==> src/hdl/slp_pkg.sv <==
`timescale 1ns / 1ps
// ----------------------------------------------------------------------------
// Stereo peak limiter package
// Shared types, fixed-point constants, sequencer states and the output
// rounding function.
// ----------------------------------------------------------------------------
package slp_pkg;

    localparam int SAMPLE_W  = 24;
    localparam int PEAK_W    = 23;
    localparam int GAIN_W    = 21;
    localparam int COEFF_W   = 24;
    localparam int QUOT_W    = 20;
    localparam int DIV_STEPS = QUOT_W;
    localparam int DCNT_W    = $clog2(DIV_STEPS);

    localparam int QUEUE_DEPTH = 2;
    localparam int QPTR_W      = $clog2(QUEUE_DEPTH);
    localparam int QCNT_W      = $clog2(QUEUE_DEPTH + 1);

    localparam logic [GAIN_W-1:0]  ONE_Q20       = 21'h100000;
    localparam logic [PEAK_W-1:0]  ENV_MAX       = 23'h7FFFFF;
    localparam logic [COEFF_W-1:0] ATTACK_RESET  = 24'd16431305;
    localparam logic [COEFF_W-1:0] RELEASE_RESET = 24'd16770227;
    // ceil(2^27 / 10): floor(n / 10) == (n * RECIP10) >> 27 for n below 2^26.
    localparam logic [23:0]        RECIP10       = 24'd13421773;

    // Configuration register indexes.
    localparam logic CFG_ATTACK  = 1'b0;
    localparam logic CFG_RELEASE = 1'b1;

    typedef struct packed {
        logic signed [SAMPLE_W-1:0] left;
        logic signed [SAMPLE_W-1:0] right;
        logic        [PEAK_W-1:0]   peak;
        logic                       last;
    } frame_t;

    typedef enum logic [3:0] {
        S_IDLE,
        S_MUL_A,
        S_MUL_B,
        S_ACC,
        S_DIV,
        S_SUM,
        S_MUL10,
        S_GAIN,
        S_MUL_L,
        S_MUL_R,
        S_PUSH
    } lim_state_t;

    // Round a Q4.20 x Q1.20 product back to Q4.20 (floor after adding one
    // half) and clamp to the sample range.
    function automatic logic signed [SAMPLE_W-1:0] round_q20(
        input logic signed [45:0] p
    );
        logic signed [45:0] t;
        logic signed [25:0] s;
        logic signed [SAMPLE_W-1:0] r;
        t = p + 46'sd524288;
        s = t[45:20];
        if (s > 26'sd8388607)
        begin
            r = 24'sh7FFFFF;
        end
        else if (s < -26'sd8388608)
        begin
            r = 24'sh800000;
        end
        else
        begin
            r = s[SAMPLE_W-1:0];
        end
        return r;
    endfunction

endpackage

==> src/hdl/slp_queue.sv <==
`timescale 1ns / 1ps
// ----------------------------------------------------------------------------
// Stereo peak limiter frame queue
// Short first-in first-out buffer between the front end and the gain engine.
// ----------------------------------------------------------------------------
module slp_queue (
    input  logic             clk,
    input  logic             rst_n,
    input  logic             push_valid,
    output logic             push_ready,
    input  slp_pkg::frame_t  push_frame,
    output logic             pop_valid,
    input  logic             pop,
    output slp_pkg::frame_t  pop_frame
);
    import slp_pkg::*;

    frame_t              mem_reg [QUEUE_DEPTH];
    logic [QPTR_W-1:0]   wr_ptr_reg;
    logic [QPTR_W-1:0]   wr_ptr_next;
    logic [QPTR_W-1:0]   rd_ptr_reg;
    logic [QPTR_W-1:0]   rd_ptr_next;
    logic [QCNT_W-1:0]   count_reg;
    logic [QCNT_W-1:0]   count_next;
    logic                do_push;
    logic                do_pop;

    assign push_ready = (count_reg != QCNT_W'(QUEUE_DEPTH));
    assign pop_valid  = (count_reg != '0);
    assign pop_frame  = mem_reg[rd_ptr_reg];
    assign do_push    = push_valid && push_ready;
    assign do_pop     = pop && pop_valid;

    always_comb
    begin
        wr_ptr_next = wr_ptr_reg;
        rd_ptr_next = rd_ptr_reg;
        count_next  = count_reg;
        if (do_push)
        begin
            wr_ptr_next = (wr_ptr_reg == QPTR_W'(QUEUE_DEPTH - 1)) ? '0
                                                                  : wr_ptr_reg + 1'b1;
        end
        if (do_pop)
        begin
            rd_ptr_next = (rd_ptr_reg == QPTR_W'(QUEUE_DEPTH - 1)) ? '0
                                                                  : rd_ptr_reg + 1'b1;
        end
        if (do_push && !do_pop)
        begin
            count_next = count_reg + 1'b1;
        end
        else if (do_pop && !do_push)
        begin
            count_next = count_reg - 1'b1;
        end
    end

    always_ff @(posedge clk or negedge rst_n)
    begin
        if (!rst_n)
        begin
            wr_ptr_reg <= '0;
            rd_ptr_reg <= '0;
            count_reg  <= '0;
        end
        else
        begin
            wr_ptr_reg <= wr_ptr_next;
            rd_ptr_reg <= rd_ptr_next;
            count_reg  <= count_next;
        end
    end

    always_ff @(posedge clk)
    begin
        if (do_push)
        begin
            mem_reg[wr_ptr_reg] <= push_frame;
        end
    end

    a_count_range: assert property (@(posedge clk) disable iff (!rst_n)
        count_reg <= QCNT_W'(QUEUE_DEPTH))
        else $error("queue fill count out of range");

    a_no_pop_empty: assert property (@(posedge clk) disable iff (!rst_n)
        pop |-> pop_valid)
        else $error("pop requested from an empty queue");

    a_ptr_gap: assert property (@(posedge clk) disable iff (!rst_n)
        (count_reg == '0) |-> (wr_ptr_reg == rd_ptr_reg))
        else $error("queue pointers disagree with an empty count");

endmodule

==> config.mk <==
export PLATFORM = sky130hd
export DESIGN_NAME = slp_queue
export DESIGN_NICKNAME = d
export VERILOG_FILES = /design/src/hdl/slp_pkg.sv /design/src/hdl/slp_queue.sv
export SDC_FILE = /design/constraint.sdc
export NUM_CORES = 1
export LEC_CHECK = 0
export BUFFER_PORTS_ARGS = -buffer_cell sky130_fd_sc_hd__buf_2
export CAP_MARGIN = 15
export CORE_MARGIN = 3
export CORE_UTILIZATION = 48
export CTS_BUF_LIST = sky130_fd_sc_hd__clkbuf_2 sky130_fd_sc_hd__clkbuf_4 sky130_fd_sc_hd__clkbuf_8
export DETAILED_ROUTE_END_ITERATION = 10
export PLACE_DENSITY_LB_ADDON = 0.08
export SYNTH_ARGS = -nofsm -noshare
export SYNTH_HDL_FRONTEND = slang
export SYNTH_SLANG_ARGS = --single-unit
==> constraint.sdc <==
create_clock -name clk -period 5.35 [get_ports clk]
set_clock_uncertainty 0.2 [all_clocks]
set_input_delay 0.8025 -clock clk [delete_from_list [all_inputs] [get_ports clk]]
set_output_delay 0.8025 -clock clk [all_outputs]
set_load 0.01 [all_outputs]
==> flow_metrics.py <==
metrics = {
    "status": {
        "status": "finished clean",
    },
    "power_and_ir_drop": {
        "fin_total_pwr_mw": 3.80,
        "leakage_nw": 2.83,
        "p_sw_mw": 1.06,
        "p_seq_share_pct": 46.7,
        "power.internal_mw": 2.74,
        "vdd_drop_max_uv": 403,
        "p_comb_share_pct": 30.0,
        "power_frac_clock_pct": 23.3,
        "power.share.switching_pct": 28.0,
        "pwr_density_cell_nw_per_um2": 544,
    },
    "worst_setup_path": {
        "cp-start-kind": "register",
        "r2r_cells": 4,
        "critPathRequiredTime_ns": 4.35,
        "r2r-start": "count_reg[0]",
        "crit_arrival_ns": 2.53,
        "rrSetupSlack_ns": 2.92,
        "cp_max_fo": 56,
        "rr_endpoint": "mem_reg[0][38]",
        "endpoint_kind": "output pin",
        "critical_path_class": "register to output pin",
    },
    "clock_tree": {
        "ctsLongestPathBuffers": 2,
        "cts-root-buf": "clkbuf_8",
        "ctsResizeCount": 0,
        "cts_hold_buf": 1,
        "cts.htree.levels": 4,
        "cts_setup_buffers": 0,
        "cts_made_buffers": 17,
        "cts_tree": "done",
        "path_clk_slew_ns": 0.07,
        "clk_latency_ns": 0.43,
        "cts.sinks": 148,
    },
    "sta": {
        "period_needed_ns": 3.53,
        "worstMarginPinSlew_ns": 1.07,
        "setup-violations-final": 0,
        "finalHoldViolCount": 0,
        "fin_crit_sh_pct": 66.1,
        "timing.slew.headroom_pct": 28.8,
        "slew_viol_final": 0,
        "fin_setup_tns_ns": 0,
        "clock.fmax_mhz": 283,
        "rsz0062_at_grt": "false",
    },
    "grt": {
        "grt_pass1_vias": 2792,
        "grt_overflow": 0,
        "grt_start_max_net_pins": 73,
        "grt_pass1_wl_mm": 14.0,
        "grtUsageTotal_pct": 14.5,
        "antenna_found_initial": 0,
    },
    "die": {
        "start_util_pct": 49.6,
        "io_pins": 150,
        "core_sq_um": 11600,
        "die_area_sq_um": 13300,
        "die_h_um": 115,
        "rows": 39,
        "die_w_um": 115,
    },
    "route": {
        "drc": 0,
        "vias_per_cell": 4.84,
        "num_vias": 2713,
        "wirelength_mm": 9.38,
        "drt-pass1-iter-count": 4,
        "post_drt_wl_per_cell_um": 16.7,
        "drtAntennaViolNets": 0,
        "drt_iter0_drc": 155,
    },
    "hold_path": {
        "hold_end": "count_reg[1]",
        "min_path_type": "register to register",
        "worstHoldStart": "count_reg[1]",
        "min_delay_path_depth": 1,
    },
    "layout": {
        "final_cell_count_no_fill": 561,
        "final_cell_mix": "149 x buf_2, 144 x edfxtp_1, 69 x mux2_4, 17 x clkbuf_8, 5 x clkinv_2",
        "layout_commonest_cell": "buf_2",
        "drive_above_1_share_pct": 61.0,
        "n_antenna_cell": 0,
        "layout.nets": 482,
        "syn_to_final_growth_pct": 21.6,
        "largest_reg_flops": 144,
    },
    "place": {
        "place_inst": 528,
        "io_buffer_count": 149,
        "routabilityCongestion": 0.674,
        "dp_hpwl_mm": 6.00,
    },
    "logic_synthesis": {
        "ys_types": 15,
        "syn_avg_cell_area_sq_um": 23.7,
        "yosysTopAreaCell": "edfxtp_1",
        "yosys_warnings": 0,
        "ys_ff_latch": 148,
        "netlist_area_sq_um": 5740,
        "ys_seq_area_share_pct": 77.1,
        "syn-num-nets": 319,
        "ys_top_cells_by_area": "edfxtp_1 75%, mux2_4 18%, buf_12 2.4%",
        "yosysTopAreaCellShare_pct": 75.3,
        "syn_inst": 242,
    },
    "flow_run": {
        "max_cap_viol_count": 0,
    },
}
[cells in the mapped netlist]
library cell and number:
nand2b_1 1, xnor2_1 3, and3_1 1, ha_1 1, edfxtp_1 144, buf_12 7
or2_1 1, xor2_1 2, buf_6 1, mux2_4 69, inv_1 1, nand2_1 2
nor2_1 2, mux2_2 3, dfrtp_1 4
[worst max-delay path by stage]
stage | endpoint | cells past startpoint | start | slack [ns]
after floorplan | mem_reg[0][0] | 2 | push_valid | 0.75
final | pop_frame[63] | 3 | rd_ptr_reg | 1.82
after global placement | pop_frame[63] | 3 | rd_ptr_reg | 2.27
after CTS | pop_frame[28] | 3 | rd_ptr_reg | 1.73
after detailed placement | pop_frame[28] | 3 | rd_ptr_reg | 2.24
after global routing | pop_frame[53] | 3 | rd_ptr_reg | 1.67
[critical path: stages, from the launching register on]
cell	delay [ns]
dfrtp_4	1.14
buf_4	0.46
mux2_4	0.34
buf_2	0.14
[power by group through the flow]
stage               combinational [mW]  clock, mW  sequential (mW)
floorplan                        0.983          0             1.68
global placement                  1.16          0             1.80
detailed placement                1.16          0             1.81
CTS                               1.17      0.915             1.78
global route                      1.23      0.968             1.81
finish                            1.14      0.885             1.77
[layer usage]
metal | share of wire [%] | up-vias | GRT usage (%)
met5 | 0 | - | 0
met4 | 2.0 | 0 | 7.51
met3 | 7.9 | 17 | 6.26
met2 | 50 | 104 | 23.3
met1 | 40 | 1310 | 16.5
li1 | - | 1282 | -
[through the flow]
stage	util (%)	setup WS [ns]	area [sq um]	hold slack (ns)
4_1_cts	60.3	1.73	6980	0.305
6_report	60.3	1.82	6980	0.332
3_5_place_dp	56.7	2.24	6560	0.300
2_1_floorplan	-	0.747	5740	0.256
3_3_place_gp	56.7	2.27	6560	0.279
5_1_grt	60.3	1.67	6980	0.312
[logic make-up (layout without fill, tap and decap cells)]
family	Yosys count	in the layout	synth area share, %
xor gates and xnor gates	5	5	0.763
adders and majority gates	1	1	0.218
buffers and inverters	9	185	2.70
DFF	148	148	77.1
muxes	72	72	18.6
and+or+nand+nor	7	7	0.589
[cell type report]
type,instances,area [sq um]
fillers,883,4590
repair buffers,152,783
clock inverters,13,164
clock buffers,19,249
inverters,1,3.75
flip-flops and latches,148,4430
multi-input cells,85,1170
well taps,143,179
No activity file was read; power rests on OpenSTA's default activity.
