**config.mk**
```make
export PLATFORM = sky130hd
export DESIGN_NAME = slp_front
export DESIGN_NICKNAME = d
export VERILOG_FILES = /design/src/hdl/slp_pkg.sv /design/src/hdl/slp_front.sv
export SDC_FILE = /design/constraint.sdc
export NUM_CORES = 1
export LEC_CHECK = 0
export ABC_AREA = 1
export CORE_MARGIN = 2
export CORE_UTILIZATION = 60
export CTS_CLUSTER_DIAMETER = 50
export DETAILED_ROUTE_END_ITERATION = 10
export DONT_BUFFER_PORTS = 1
export MAX_ROUTING_LAYER = met4
export PLACE_DENSITY = 0.75
export SLEW_MARGIN = 20
export SYNTH_ARGS = -nofsm -noshare
export SYNTH_HDL_FRONTEND = slang
export SYNTH_SLANG_ARGS = --single-unit
```
**constraint.sdc**
```tcl
create_clock -name clk -period 11.68 [get_ports clk]
set_clock_uncertainty 0.1 [all_clocks]
set_input_delay 2.336 -clock clk [delete_from_list [all_inputs] [get_ports clk]]
set_output_delay 2.336 -clock clk [all_outputs]
set_load 0.005 [all_outputs]
```
**src/hdl/slp_pkg.sv**
```systemverilog
`timescale 1ns / 1ps
// ----------------------------------------------------------------------------
// Stereo peak limiter package
// Shared types, fixed-point constants, sequencer states and the output
// rounding function.
// ----------------------------------------------------------------------------
package slp_pkg;

    localparam int SAMPLE_W  = 24;
    localparam int PEAK_W    = 23;
    localparam int GAIN_W    = 21;
    localparam int COEFF_W   = 24;
    localparam int QUOT_W    = 20;
    localparam int DIV_STEPS = QUOT_W;
    localparam int DCNT_W    = $clog2(DIV_STEPS);

    localparam int QUEUE_DEPTH = 2;
    localparam int QPTR_W      = $clog2(QUEUE_DEPTH);
    localparam int QCNT_W      = $clog2(QUEUE_DEPTH + 1);

    localparam logic [GAIN_W-1:0]  ONE_Q20       = 21'h100000;
    localparam logic [PEAK_W-1:0]  ENV_MAX       = 23'h7FFFFF;
    localparam logic [COEFF_W-1:0] ATTACK_RESET  = 24'd16431305;
    localparam logic [COEFF_W-1:0] RELEASE_RESET = 24'd16770227;
    // ceil(2^27 / 10): floor(n / 10) == (n * RECIP10) >> 27 for n below 2^26.
    localparam logic [23:0]        RECIP10       = 24'd13421773;

    // Configuration register indexes.
    localparam logic CFG_ATTACK  = 1'b0;
    localparam logic CFG_RELEASE = 1'b1;

    typedef struct packed {
        logic signed [SAMPLE_W-1:0] left;
        logic signed [SAMPLE_W-1:0] right;
        logic        [PEAK_W-1:0]   peak;
        logic                       last;
    } frame_t;

    typedef enum logic [3:0] {
        S_IDLE,
        S_MUL_A,
        S_MUL_B,
        S_ACC,
        S_DIV,
        S_SUM,
        S_MUL10,
        S_GAIN,
        S_MUL_L,
        S_MUL_R,
        S_PUSH
    } lim_state_t;

    // Round a Q4.20 x Q1.20 product back to Q4.20 (floor after adding one
    // half) and clamp to the sample range.
    function automatic logic signed [SAMPLE_W-1:0] round_q20(
        input logic signed [45:0] p
    );
        logic signed [45:0] t;
        logic signed [25:0] s;
        logic signed [SAMPLE_W-1:0] r;
        t = p + 46'sd524288;
        s = t[45:20];
        if (s > 26'sd8388607)
        begin
            r = 24'sh7FFFFF;
        end
        else if (s < -26'sd8388608)
        begin
            r = 24'sh800000;
        end
        else
        begin
            r = s[SAMPLE_W-1:0];
        end
        return r;
    endfunction

endpackage

```
**src/hdl/slp_front.sv**
```systemverilog
`timescale 1ns / 1ps
// ----------------------------------------------------------------------------
// Stereo peak limiter front end
// Accepts input words, forms the saturated frame peak and holds the
// frame until the queue takes it.
// ----------------------------------------------------------------------------
module slp_front (
    input  logic                          clk,
    input  logic                          rst_n,
    input  logic                          in_valid,
    output logic                          in_stall,
    input  logic signed [23:0]            left_in,
    input  logic signed [23:0]            right_in,
    input  logic                          block_end,
    output logic                          push_valid,
    input  logic                          push_ready,
    output slp_pkg::frame_t               push_frame
);
    import slp_pkg::*;

    logic         fv_reg;
    logic         fv_next;
    frame_t       frame_reg;
    logic [23:0]  mag_l;
    logic [23:0]  mag_r;
    logic [PEAK_W-1:0] sat_l;
    logic [PEAK_W-1:0] sat_r;
    logic         take;

    always_comb
    begin
        mag_l = left_in[23] ? (~left_in + 24'd1) : left_in;
        mag_r = right_in[23] ? (~right_in + 24'd1) : right_in;
        // Only the most negative sample reaches bit 23; it saturates.
        sat_l = mag_l[23] ? ENV_MAX : mag_l[PEAK_W-1:0];
        sat_r = mag_r[23] ? ENV_MAX : mag_r[PEAK_W-1:0];
    end

    assign in_stall   = fv_reg && !push_ready;
    assign take       = in_valid && !in_stall;
    assign fv_next    = take || (fv_reg && !push_ready);
    assign push_valid = fv_reg;
    assign push_frame = frame_reg;

    always_ff @(posedge clk or negedge rst_n)
    begin
        if (!rst_n)
        begin
            fv_reg <= 1'b0;
        end
        else
        begin
            fv_reg <= fv_next;
        end
    end

    always_ff @(posedge clk)
    begin
        if (take)
        begin
            frame_reg.left  <= left_in;
            frame_reg.right <= right_in;
            frame_reg.peak  <= (sat_l > sat_r) ? sat_l : sat_r;
            frame_reg.last  <= block_end;
        end
    end

endmodule

```
==> results of run 1 <==
[power by group through the flow]
stage | clock, mW | combinational (mW) | sequential (mW)
2_1_floorplan | 0 | 0.102 | 0.329
3_3_place_gp | 0 | 0.116 | 0.331
3_5_place_dp | 0 | 0.122 | 0.331
4_1_cts | 0.216 | 0.122 | 0.326
5_1_grt | 0.227 | 0.142 | 0.327
6_report | 0.216 | 0.122 | 0.325
[Yosys cell counts, types with 2 or more instances]
library cell	count	area (um^2)
nand3b_1	3	22.5
buf_4	2	15.0
nor2_1	53	199
a21oi_1	11	55.1
buf_2	7	35.0
buf_6	3	33.8
nand2_1	214	803
ha_1	25	313
xnor2_1	2	17.5
nand2_2	14	87.6
nand3_2	7	70.1
nand3_1	66	330
nor2_4	6	67.6
nor3_1	2	10.0
o21ai_0	16	80.1
inv_1	89	334
inv_2	3	11.3
nor2_2	5	31.3
xor2_1	11	96.3
edfxtp_1	72	2160
nand4_1	7	43.8
[kinds of logic (layout without fill, tap and decap cells)]
family | after synthesis | in the layout | share of synthesized area (%)
xor+xnor | 13 | 13 | 2.30
simple gates | 382 | 382 | 34.8
fa+ha+maj | 25 | 25 | 6.33
compound gates | 31 | 31 | 3.54
buf+inv | 105 | 109 | 8.76
flops | 73 | 73 | 44.2
[area by class of cell]
type                    instances  area [um^2]
clock buffers                  11          131
clock inverters                 5         80.1
fillers                       748         2880
inverters                      92          345
multi-input cells             451         2330
flip-flops and latches         73         2190
well taps                     105          131
repair buffers                  1         7.51
[worst min-delay path, cell delays in order, from the launching register on]
cell	delay (ns)
dfrtp_1	0.40
inv_1	0.07
o21ai_0	0.07
[worst paths after layout]
kind	endpoint	slack, ns	cells past startpoint
min in group asynchronous	push_valid	1.57	0
max in group asynchronous	push_valid	9.85	0
min	push_valid	0.47	2
max	in_stall	6.66	1
min reg2reg	push_valid	0.47	2
max reg2reg	push_frame[55]	9.36	4
[per-layer routing]
metal	wire length, um	vias up
met5	0	-
met4	253	0
met3	638	24
met2	5380	162
met1	4920	1842
li1	-	2019
[per-stage QoR]
step / hold slack [ns] / cell area (um^2) / util (%)
final: 0.471 / 5210 / 64.4
after global routing: 0.513 / 5210 / 64.4
after CTS: 0.479 / 5210 / 64.4
after detailed placement: 0.464 / 5000 / 61.8
after global placement: 0.458 / 5000 / 61.8
after floorplan: 0.438 / 4940 / -
[sequential cells by signal (all words and copies together), names as in the netlist]
signal      flops
push_frame     72
push_valid      1
==> summary.md, run 1 <==
| Metric | Value |
|---|---|
| Hold Vio Cnt, Final | `0` |
| Routed len/inst | `roughly 15 um` |
| RSZ-0062 raised after global routing | `no` |
| Non-Filler Instances | `roughly 740` |
| Tightest Pin Transition | `about 0.86 ns` |
| Post-CTS Setup Bufs | `0` |
| Post-Syn Area | `a little under 5000 um^2` |
| Met1 usage | `between 30% and 40%` |
| DP HPWL | `8.60 mm` |
| Area growth syn-to-layout | `5.47%` |
| Total number of vias | `a little over 4,000` |
| Worst path top cell family by delay | `simple AND/OR/NAND/NOR gates` |
| Placer congestion estimate | `~0.94` |
| Num ports | `between 100 and 150` |
| Crit path from | `push_ready` |
| Worst EP required | `slightly above 9 ns` |
| All-Layer GR Usage | `25.6%` |
| Seq cells post-synth | `73` |
| WL final | `11.2 mm` |
| Rows | `33` |
| Post-route worst setup slack | `6.66 ns` |
| Worst vdd ir | `just over 0.00006 V` |
| Final Max Slew Viols | `0` |
| Total die area | `8980 um^2` |
| Yosys warns | `0` |
| Leak pwr | `about 2.5 nW` |
| DRC | `0` |
| Dpl ws | `about 6.3 ns` |
| Tot Pwr | `around 660 uW` |
| Hold path start | `push_valid` |
| Async set-reset flop share out of synthesis | `1.37%` |
| Final period util | `43.0%` |
| CP Buf/Inv Count | `0` |
| Largest net degree at the start of global routing | `44` |
| Slew HR | `between 40% and 50%` |
| Status | `finished, final reports clean` |
| Post-synth EDFFs | `72` |
| Gr busiest metal | `met2` |
| Cells after DPL | `722` |
| Synth Flop Type | `edfxtp_1` |
| Switching power total | `around 190 uW` |
| Clk_lat worst skew | `roughly 0.35 ns` |
| DR pass1 iterations | `5` |
| Vias in the first global route | `roughly 3,600` |
| Hold crit path type | `register to register` |
| CP max-delay cell | `nor2_1` |
| Layout cells sized above 1 | `under 10%` |
| Logic gate share of total power | `18.4%` |
| Mapped Avg Cell Area | `7.86 um^2` |
| CTS buffer count | `9` |
| Grt met2 use | `between 30% and 40%` |
| Crit-path max cell delay | `roughly 0.25 ns` |
| Die Y | `around 95 um` |
| Synthesized net count | `slightly above 700` |
| Port bufs | `0` |
| Initial Util | `about three fifths` |
| Crit path arrival time | `approximately 2.6 ns` |
| Final setup fails | `0` |
| Share of the yosys chip area belonging to registers | `44.2%` |
| Worst-path maximum fanout | `2` |
| Switching share of power | `approximately 28%` |
| Most common cell after layout, fill and taps aside | `nand2_1` |
| CTS tree | `done` |
| Via/cell ratio | `approximately 5.5` |
| First-pass GRT wire length | `between 15 and 20 mm` |
| Crit end category | `primary output` |
| CTS Hold Buffers Added | `0` |
| CTS resizes | `0` |
| Clk sinks | `73` |
| Post-Route Setup TNS | `0 ns` |
| Die Span X | `~95 um` |
| Clock share of power | `between 30% and 40%` |
| PD cells | `between 100 and 150 nW/um^2` |
| Distinct cells, synth | `32` |
| Reg power frac | `between 40% and 50%` |
| Total internal power | `approximately 480 uW` |
| H-tree depth | `3` |
| Synthesized instance count | `around 630` |
| Worst reg2reg startpoint | `push_valid` |
| M3 GR Usage | `4.07%` |
| Crit Path Class | `primary input to primary output` |
| Clock Path Buffers | `2` |
| FMAX | `199 MHz` |
| Clk slew on worst S/H paths | `0.08 ns` |
| Aggregate global routing overflow | `0` |
| DR iter-0 viols | `between 300 and 400` |
| Core ar. | `approximately 8100 um^2` |
| Most frequent cells in the layout | `nand2_1 (214), inv_1 (89), edfxtp_1 (72)` |
| Final ANT Viol Nets | `0` |
| CP cell instances | `nor2_1` |
| NumNets Final | `about 710` |
| Clk root buf | `clkbuf_8` |
| N_diodes | `0` |
| Worst setup SP type | `primary input` |
| Max Cap Viol | `0` |
| Initial antenna violation count | `0` |
| Shortest period the worst path allows | `around 5.0 ns` |
Note: power is estimated with default switching activity, not from simulation.
==> run 2, diff against run 1 <==
- CORE_UTILIZATION: 60 -> 58
- clock period: 11.68 -> 4.3 ns (I/O delays scaled with it)
==> summary.md, run 2 (synthesis results as in run 1) <==
| Metric | Value |
|---|---|
| NumNets Final | `709` |
| Area growth syn-to-layout | `5.77%` |
| CTS tree | `done` |
| Port bufs | `0` |
| DR pass1 iterations | `5` |
| Shortest period the worst path allows | `~3.6 ns` |
| Hold crit path type | `primary input to async pin` |
| FMAX | `around 280 MHz` |
| Rows | `33` |
| First-pass GRT wire length | `around 18 mm` |
| Placer congestion estimate | `~0.91` |
| Max Cap Viol | `0` |
| Initial Util | `59.9%` |
| RSZ-0062 raised after global routing | `no` |
| Crit Path Class | `primary input to register` |
| Final ANT Viol Nets | `0` |
| Crit end category | `register` |
| Leak pwr | `between 2 and 3 nW` |
| Layout cells sized above 1 | `9.28%` |
| Clk slew on worst S/H paths | `roughly 0.080 ns` |
| Clock Path Buffers | `2` |
| Via/cell ratio | `5.47` |
| Total die area | `9280 um^2` |
| Die Span X | `a little under 100 um` |
| Slew HR | `about 53%` |
| DR iter-0 viols | `298` |
| Clk sinks | `73` |
| Final period util | `83.1%` |
| Final core utilization | `a little over three fifths` |
| Worst vdd ir | `0.000228 V` |
| Crit path arrival time | `3.69 ns` |
| Total number of vias | `4,052` |
| DP HPWL | `between 8 and 9 mm` |
| Reg power frac | `49.1%` |
| Most common cell after layout, fill and taps aside | `nand2_1` |
| Die Y | `a little under 100 um` |
| CTS Hold Buffers Added | `0` |
| Routed len/inst | `15.6 um` |
| Clock share of power | `between 30% and 40%` |
| N_diodes | `0` |
| DRC | `0` |
| Switching power total | `501 uW` |
| Final setup fails | `0` |
| Largest net degree at the start of global routing | `32` |
| Most frequent cells in the layout | `nand2_1 (214), inv_1 (89), edfxtp_1 (72)` |
| Worst-path maximum fanout | `23` |
| Worst setup SP type | `primary input` |
| PD cells | `between 300 and 400 nW/um^2` |
| Clk_lat worst skew | `~0.34 ns` |
| Worst EP required | `roughly 4.4 ns` |
| Post-CTS Setup Bufs | `0` |
| Final Max Slew Viols | `0` |
| Status | `finished, final reports clean` |
| Vias in the first global route | `approximately 3,900` |
| Tightest Pin Transition | `between 0.7 and 0.8 ns` |
| All-Layer GR Usage | `between 20% and 30%` |
| Switching share of power | `~28%` |
| CTS buffer count | `9` |
| Largest register FFs | `just over 70` |
| Aggregate global routing overflow | `0` |
| CTS resizes | `0` |
| Total internal power | `around 1.3 mW` |
| Post-Route Setup TNS | `0 ns` |
| Hold Vio Cnt, Final | `0` |
| WL final | `~12 mm` |
| Logic gate share of total power | `about a fifth` |
| Clk root buf | `clkbuf_8` |
| Initial antenna violation count | `0` |
| Num ports | `~130` |
| Core ar. | `roughly 8300 um^2` |
| H-tree depth | `3` |
run 2: changes by cell type in the layout (fill, tap and decap cells not counted):
cell | previous run | this run
buf_4 | 1 | 4
clkbuf_1 | 2 | 4
clkinv_1 | 1 | 0
clkinv_2 | 0 | 1
clkinv_4 | 1 | 0
clkinvlp_4 | 1 | 0
run 2: layout make-up:
cell class                      count  area [um^2]
Sequential cell                    73         2190
Clock buffer                       13          139
Timing Repair Buffer                4         30.0
Multi-Input combinational cell    451         2330
Fill cell                         741         3030
Tap cell                          105          131
Clock inverter                      3         65.1
Inverter                           92          345
run 2: worst paths after layout:
path                             startpoint             end  slack (ns)  depth (start not counted)
max in group asynchronous             rst_n      push_valid        3.94                          0
worst max-delay path            right_in[0]   push_frame[1]        0.73                         16
min in group clk                left_in[20]  push_frame[68]        0.50                          0
worst min register to register   push_valid      push_valid        0.53                          2
worst max register to register   push_valid  push_frame[59]        2.24                          4
worst min-delay path                  rst_n      push_valid         0.1                          0
run 2: metrics by stage:
| stage | hold WS, ns | total power [mW] | setup slack [ns] | area [um^2] | cells |
|---|---|---|---|---|---|
| final | 0.0992 | 1.80 | 0.729 | 5230 | 741 |
| after global routing | 0.0810 | 1.90 | 0.417 | 5230 | 741 |
| after CTS | 0.0874 | 1.81 | 0.765 | 5230 | 741 |
| after detailed placement | 0.464 | 1.23 | 0.404 | 5020 | 725 |
| after global placement | 0.456 | 1.22 | 0.518 | 5020 | 725 |
| after floorplan | 0.438 | 1.17 | 0.989 | 4950 | 629 |
run 2: critical path: stages:
cell	delay [ns]
inv_1	0.06
ha_1	0.21
nand3_1	0.15
o21ai_4	0.31
nand4_1	0.13
nand3_1	0.14
inv_1	0.06
ha_1	0.29
nand2_1	0.07
nor2_1	0.17
nand2_2	0.11
nor2_4	0.13
nand4_2	0.27
nand2_2	0.49
nand2_1	0.14
nand2_1	0.08
run 2: metal layers:
layer  vias to the layer above  routed length, um  GRT usage (%)
li1                       2026                  -              -
met1                      1854               5010           35.3
met2                       155               5440           41.0
met3                        17                888           4.78
met4                         0                205           9.27
met5                         -                  0              -
run 2: power by group through the flow:
stage	combinational, mW	sequential [mW]	clock, mW
after floorplan	0.277	0.890	0
after global placement	0.323	0.900	0
after detailed placement	0.335	0.900	0
after CTS	0.336	0.886	0.585
after global routing	0.391	0.891	0.621
final	0.336	0.884	0.580
